### config.mk
export PLATFORM = sky130hd
export DESIGN_NAME = vvs_ctrl
export DESIGN_NICKNAME = d
export VERILOG_FILES = /design/src/sv/vvs_pkg.sv /design/src/sv/vvs_ctrl.sv
export SDC_FILE = /design/constraint.sdc
export NUM_CORES = 1
export LEC_CHECK = 0
export BUFFER_PORTS_ARGS = -buffer_cell sky130_fd_sc_hd__buf_2
export CAP_MARGIN = 20
export CORE_AREA = 10 10 47 49
export DETAILED_ROUTE_END_ITERATION = 16
export DIE_AREA = 0 0 57 59
export GPL_TIMING_DRIVEN = 0
export PLACE_DENSITY = 0.5
export SYNTH_ARGS = -nofsm -noshare
export SYNTH_HDL_FRONTEND = slang
export SYNTH_SLANG_ARGS = --single-unit
### constraint.sdc
create_clock -name clk -period 1.99 [get_ports clk]
set_clock_uncertainty 0.2 [all_clocks]
set_input_delay 0.597 -clock clk [delete_from_list [all_inputs] [get_ports clk]]
set_output_delay 0.597 -clock clk [all_outputs]
set_load 0.05 [all_outputs]
### src/sv/vvs_pkg.sv
// Shared types and constants of the voxel volume smoothing block.
package vvs_pkg;

    localparam int MAX_X_DEF = 64;
    localparam int MAX_Y_DEF = 64;
    localparam int MAX_Z_DEF = 64;

    localparam int IDX_W  = 6;
    localparam int VOX_W  = 8;
    localparam int SIZE_W = 7;
    localparam int PASS_W = 8;
    localparam int CFG_W  = 8;
    localparam int ACC_W  = 12;
    localparam int TAP_W  = 3;

    // Reciprocal of three in 17 fractional bits; exact for 16-bit operands.
    localparam logic [15:0] RECIP3 = 16'hAAAB;
    localparam int RECIP_SHIFT = 17;

    typedef enum logic [1:0] {
        MODE_WRITE = 2'd0,
        MODE_READ  = 2'd1,
        MODE_RUN   = 2'd2,
        MODE_NONE  = 2'd3
    } vvs_mode_t;

    typedef enum logic [1:0] {
        REG_SIZE_X = 2'd0,
        REG_SIZE_Y = 2'd1,
        REG_SIZE_Z = 2'd2,
        REG_PASSES = 2'd3
    } vvs_reg_t;

    typedef enum logic [3:0] {
        ST_IDLE,
        ST_ACCESS,
        ST_PASS,
        ST_GATHER,
        ST_DIVIDE,
        ST_STORE,
        ST_COPY_RD,
        ST_COPY_WR,
        ST_REPLY
    } vvs_state_t;

    typedef struct packed {
        logic [1:0]       mode;
        logic [IDX_W-1:0] x_index;
        logic [IDX_W-1:0] y_index;
        logic [IDX_W-1:0] z_index;
        logic [VOX_W-1:0] voxel_value;
    } vvs_cmd_t;

    typedef struct packed {
        logic [VOX_W-1:0] read_value;
        logic             status;
    } vvs_result_t;

    typedef struct packed {
        logic accept;
        logic access;
        logic pass_init;
        logic gather;
        logic divide;
        logic store;
        logic copy_rd;
        logic copy_wr;
    } vvs_ctl_t;

    typedef struct packed {
        logic run_end;
        logic gather_end;
        logic plane_end;
        logic x_end;
    } vvs_stat_t;

endpackage

### src/sv/vvs_ctrl.sv
// Controller state machine of the voxel volume smoothing block.
module vvs_ctrl (
    input  logic              clk,
    input  logic              rst_n,
    input  logic              start,
    input  logic [1:0]        mode,
    input  vvs_pkg::vvs_stat_t stat,
    output vvs_pkg::vvs_ctl_t ctl,
    output logic              busy,
    output logic              done
);

    vvs_pkg::vvs_state_t state_reg;
    vvs_pkg::vvs_state_t state_next;

    always_ff @(posedge clk or negedge rst_n)
    begin
        if (!rst_n)
        begin
            state_reg <= vvs_pkg::ST_IDLE;
        end
        else
        begin
            state_reg <= state_next;
        end
    end

    always_comb
    begin
        state_next = state_reg;
        ctl        = '0;
        busy       = 1'b1;
        done       = 1'b0;
        unique case (state_reg)
            vvs_pkg::ST_IDLE:
            begin
                busy = 1'b0;
                if (start)
                begin
                    ctl.accept = 1'b1;
                    if (mode == vvs_pkg::MODE_RUN)
                    begin
                        state_next = vvs_pkg::ST_PASS;
                    end
                    else
                    begin
                        state_next = vvs_pkg::ST_ACCESS;
                    end
                end
            end
            vvs_pkg::ST_ACCESS:
            begin
                ctl.access = 1'b1;
                state_next = vvs_pkg::ST_REPLY;
            end
            vvs_pkg::ST_PASS:
            begin
                if (stat.run_end)
                begin
                    state_next = vvs_pkg::ST_REPLY;
                end
                else
                begin
                    ctl.pass_init = 1'b1;
                    state_next    = vvs_pkg::ST_GATHER;
                end
            end
            vvs_pkg::ST_GATHER:
            begin
                ctl.gather = 1'b1;
                if (stat.gather_end)
                begin
                    state_next = vvs_pkg::ST_DIVIDE;
                end
            end
            vvs_pkg::ST_DIVIDE:
            begin
                ctl.divide = 1'b1;
                state_next = vvs_pkg::ST_STORE;
            end
            vvs_pkg::ST_STORE:
            begin
                ctl.store = 1'b1;
                if (stat.plane_end)
                begin
                    state_next = vvs_pkg::ST_COPY_RD;
                end
                else
                begin
                    state_next = vvs_pkg::ST_GATHER;
                end
            end
            vvs_pkg::ST_COPY_RD:
            begin
                ctl.copy_rd = 1'b1;
                state_next  = vvs_pkg::ST_COPY_WR;
            end
            vvs_pkg::ST_COPY_WR:
            begin
                ctl.copy_wr = 1'b1;
                priority if (stat.plane_end && stat.x_end)
                begin
                    state_next = vvs_pkg::ST_PASS;
                end
                else if (stat.plane_end)
                begin
                    state_next = vvs_pkg::ST_GATHER;
                end
                else
                begin
                    state_next = vvs_pkg::ST_COPY_RD;
                end
            end
            vvs_pkg::ST_REPLY:
            begin
                done       = 1'b1;
                state_next = vvs_pkg::ST_IDLE;
            end
            default:
            begin
                state_next = vvs_pkg::ST_IDLE;
            end
        endcase
    end

endmodule

==> qor.txt <==
Status: finished, violations left
Violated checks: negative setup slack
Setup TNS: -1.14 ns
Clock Latency Late Sink: 0.23 ns
# fillers: 155
Clk buf depth: 2
Port Buffers: 18
Sink Count: 4
Worst endpoint required time: 1.19 ns
Starting Density: 25.4%
Startpoint Class: register
Area Growth Syn to Fin: 113%
Die width: 57 µm
Relative slew slack: 84.2%
Power Dens Cells: 1510 mW/mm²
Slew Limit Fails: 0
Initial antenna violation count: 0
Reg-to-Reg Start: state_reg[3]
Global-route usage over all layers: 7.92%
Final worst setup slack: -0.244 ns
Vias in the first global route: 462
Final hold viol count: 0
TritonCTS clock tree: yes
Synth Flop Type: dfrtp_1
Crit. End Element: output port
Ys async rst share: 100%
Final ANT Viol Nets: 0
Grt ovf: 0
Ys Warns: 0
Global-route wire length before repair: 2.15 mm
Hold_sp: state_reg[3]
Share of layout cells above drive strength 1: 63.6%
Cell area after synthesis: 357 µm²
Vias: 454
Routed WL per cell: 13.0 µm
DP Wirelength: 914 µm
Die Ht: 59 µm
Io pins: 19
Register bit count reported by yosys: 4
Fmax: 448 MHz
Total power: 1.15 mW
Worst Hold Class: register to register
Maximum vdd drop: 698 µV
First DRT Iteration DRCs: 3
Reg clk slew, reported paths: 0.04 ns
RSZ-0062 raised after global routing: yes
Finished Core Util: 54.3%
Number of synthesized flops with an enable pin: 0
Tmin final: 2.23 ns
Final worst path period share: 112%
RD Place Congestion: 0.723
Diode count: 0
FP Rows: 14
Inserted Clock Buffers: 3
Post-synthesis sequential area ratio: 28.1%
H-tree Lvls: 1
WP data arrival: 1.44 ns
Syn nets: 56
Pin count of the biggest net entering global routing: 11
Crit. Startpoint: state_reg[3]
CP Class: register to output port
Post-route DRC: 0
Die ar.: 0.00336 mm²
Core ar.: 0.00140 mm²
Final net count: 88
Syn Inst Count: 47
Synthesized area per cell: 7.59 µm²
CP max FO: 3
Max FFs per register: 4
Setup-failing EPs final: 9
Transition time of the tightest slew-check pin: 0.235 ns
Drt pass-1 iters: 4
Vias/cell: 4.88
Max Cap Viol: 0
Pleak: 0.318 nW
Clk Tree Root Cell: clkbuf_4
Cell variety after synth: 25
Routed WL: 1.21 mm
## worst paths after layout
path / end / slack [ns] / cells after the start
setup / recovery: ctl[7] / -0.24 / 3
hold / removal: state_reg[1] / 0.46 / 3
setup reg to reg: state_reg[0] / 0.29 / 5
hold reg to reg: state_reg[1] / 0.46 / 3
max in group asynchronous: state_reg[2] / 0.96 / 2
min in group asynchronous: state_reg[0] / 0.50 / 2
## critical path, cell delays in order, from the launching register on
cell and delay (ns):
dfrtp_1 0.38, or4_4 0.57, nor2_4 0.11, buf_8 0.15
## Yosys cell counts (2+ instances only)
cell type  n  area share, %
nor2_1     4            4.2
nand2_1    2            2.1
nand3_1    2            2.8
clkbuf_1   2            2.1
nand2b_1   3            5.3
nor3_1     4            5.6
nor2b_1    3            5.3
o21ai_0    3            4.2
a21oi_1    4            5.6
inv_1      2            2.1
dfrtp_1    4             28
## timing repair
item / 4_1_cts / 5_1_grt
buffers inserted: 8 / 0
gates resized for setup: 29 / 0
hold buffers: 1 / 0
endpoints found under the setup margin: 10 / 10
pin swaps: 4 / 0
hold endpoints to repair: 4 / 0
## through the flow
step / worst slack [ns] / cell area, µm² / hold WS [ns] / cells
CTS: -0.251 / 761 / 0.458 / 93
detailed placement: -0.204 / 563 / 0.203 / 81
finish: -0.244 / 761 / 0.463 / 93
global placement: -0.203 / 563 / 0.202 / 81
global route: -0.299 / 761 / 0.469 / 93
floorplan: -0.146 / 453 / 0.101 / 47
## routing by layer
layer | GRT usage [%] | routed length (µm)
met3 | 3.86 | 123
met2 | 12.1 | 560
met1 | 8.60 | 507
met4 | 5.03 | 19
met5 | 0 | 0
## power breakdown
group	internal, mW	switching (mW)	leakage (nW)
combinational	0.412	0.502	0.252
clock	0.0673	0.0318	0.0138
sequential	0.112	0.0254	0.0518
## area by class of cell
type / count / area [µm²] / share of cell area (%)
buffer: 4 / 55.1 / 7.24
clock buffer: 3 / 22.5 / 2.96
inverter: 2 / 7.51 / 0.987
multi-input combinational: 37 / 330 / 43.4
sequential: 4 / 101 / 13.3
tap: 16 / 20.0 / 2.63
timing repair buffer: 27 / 224 / 29.4
## layout by cell type, fill, tap and decap left out
cell type / instances
dfrtp_2: 1
clkbuf_16: 1
dfrtp_1: 3
clkbuf_4: 4
nand2_1: 2
nand3b_1: 1
and2_4: 1
nand2b_4: 3
a211oi_1: 1
or4_4: 1
dlygate4sd3_1: 1
o32ai_1: 1
buf_2: 9
or4b_1: 1
nor3_4: 4
buf_8: 3
mux2i_1: 1
a21oi_1: 4
o21ai_0: 3
buf_4: 9
buf_6: 7
a31oi_1: 1
nor4_4: 1
or3b_2: 1
nor2b_1: 3
o31a_1: 1
inv_1: 2
nand3_1: 2
and3b_1: 1
nor2_2: 2
nor2_4: 2
## logic make-up after synthesis
group	share of synthesized area, %
compound gates	18.6
buf+inv	8.77
flops	28.1
mux	2.81
simple gates	41.8
No activity file was read; power rests on OpenSTA's default activity.
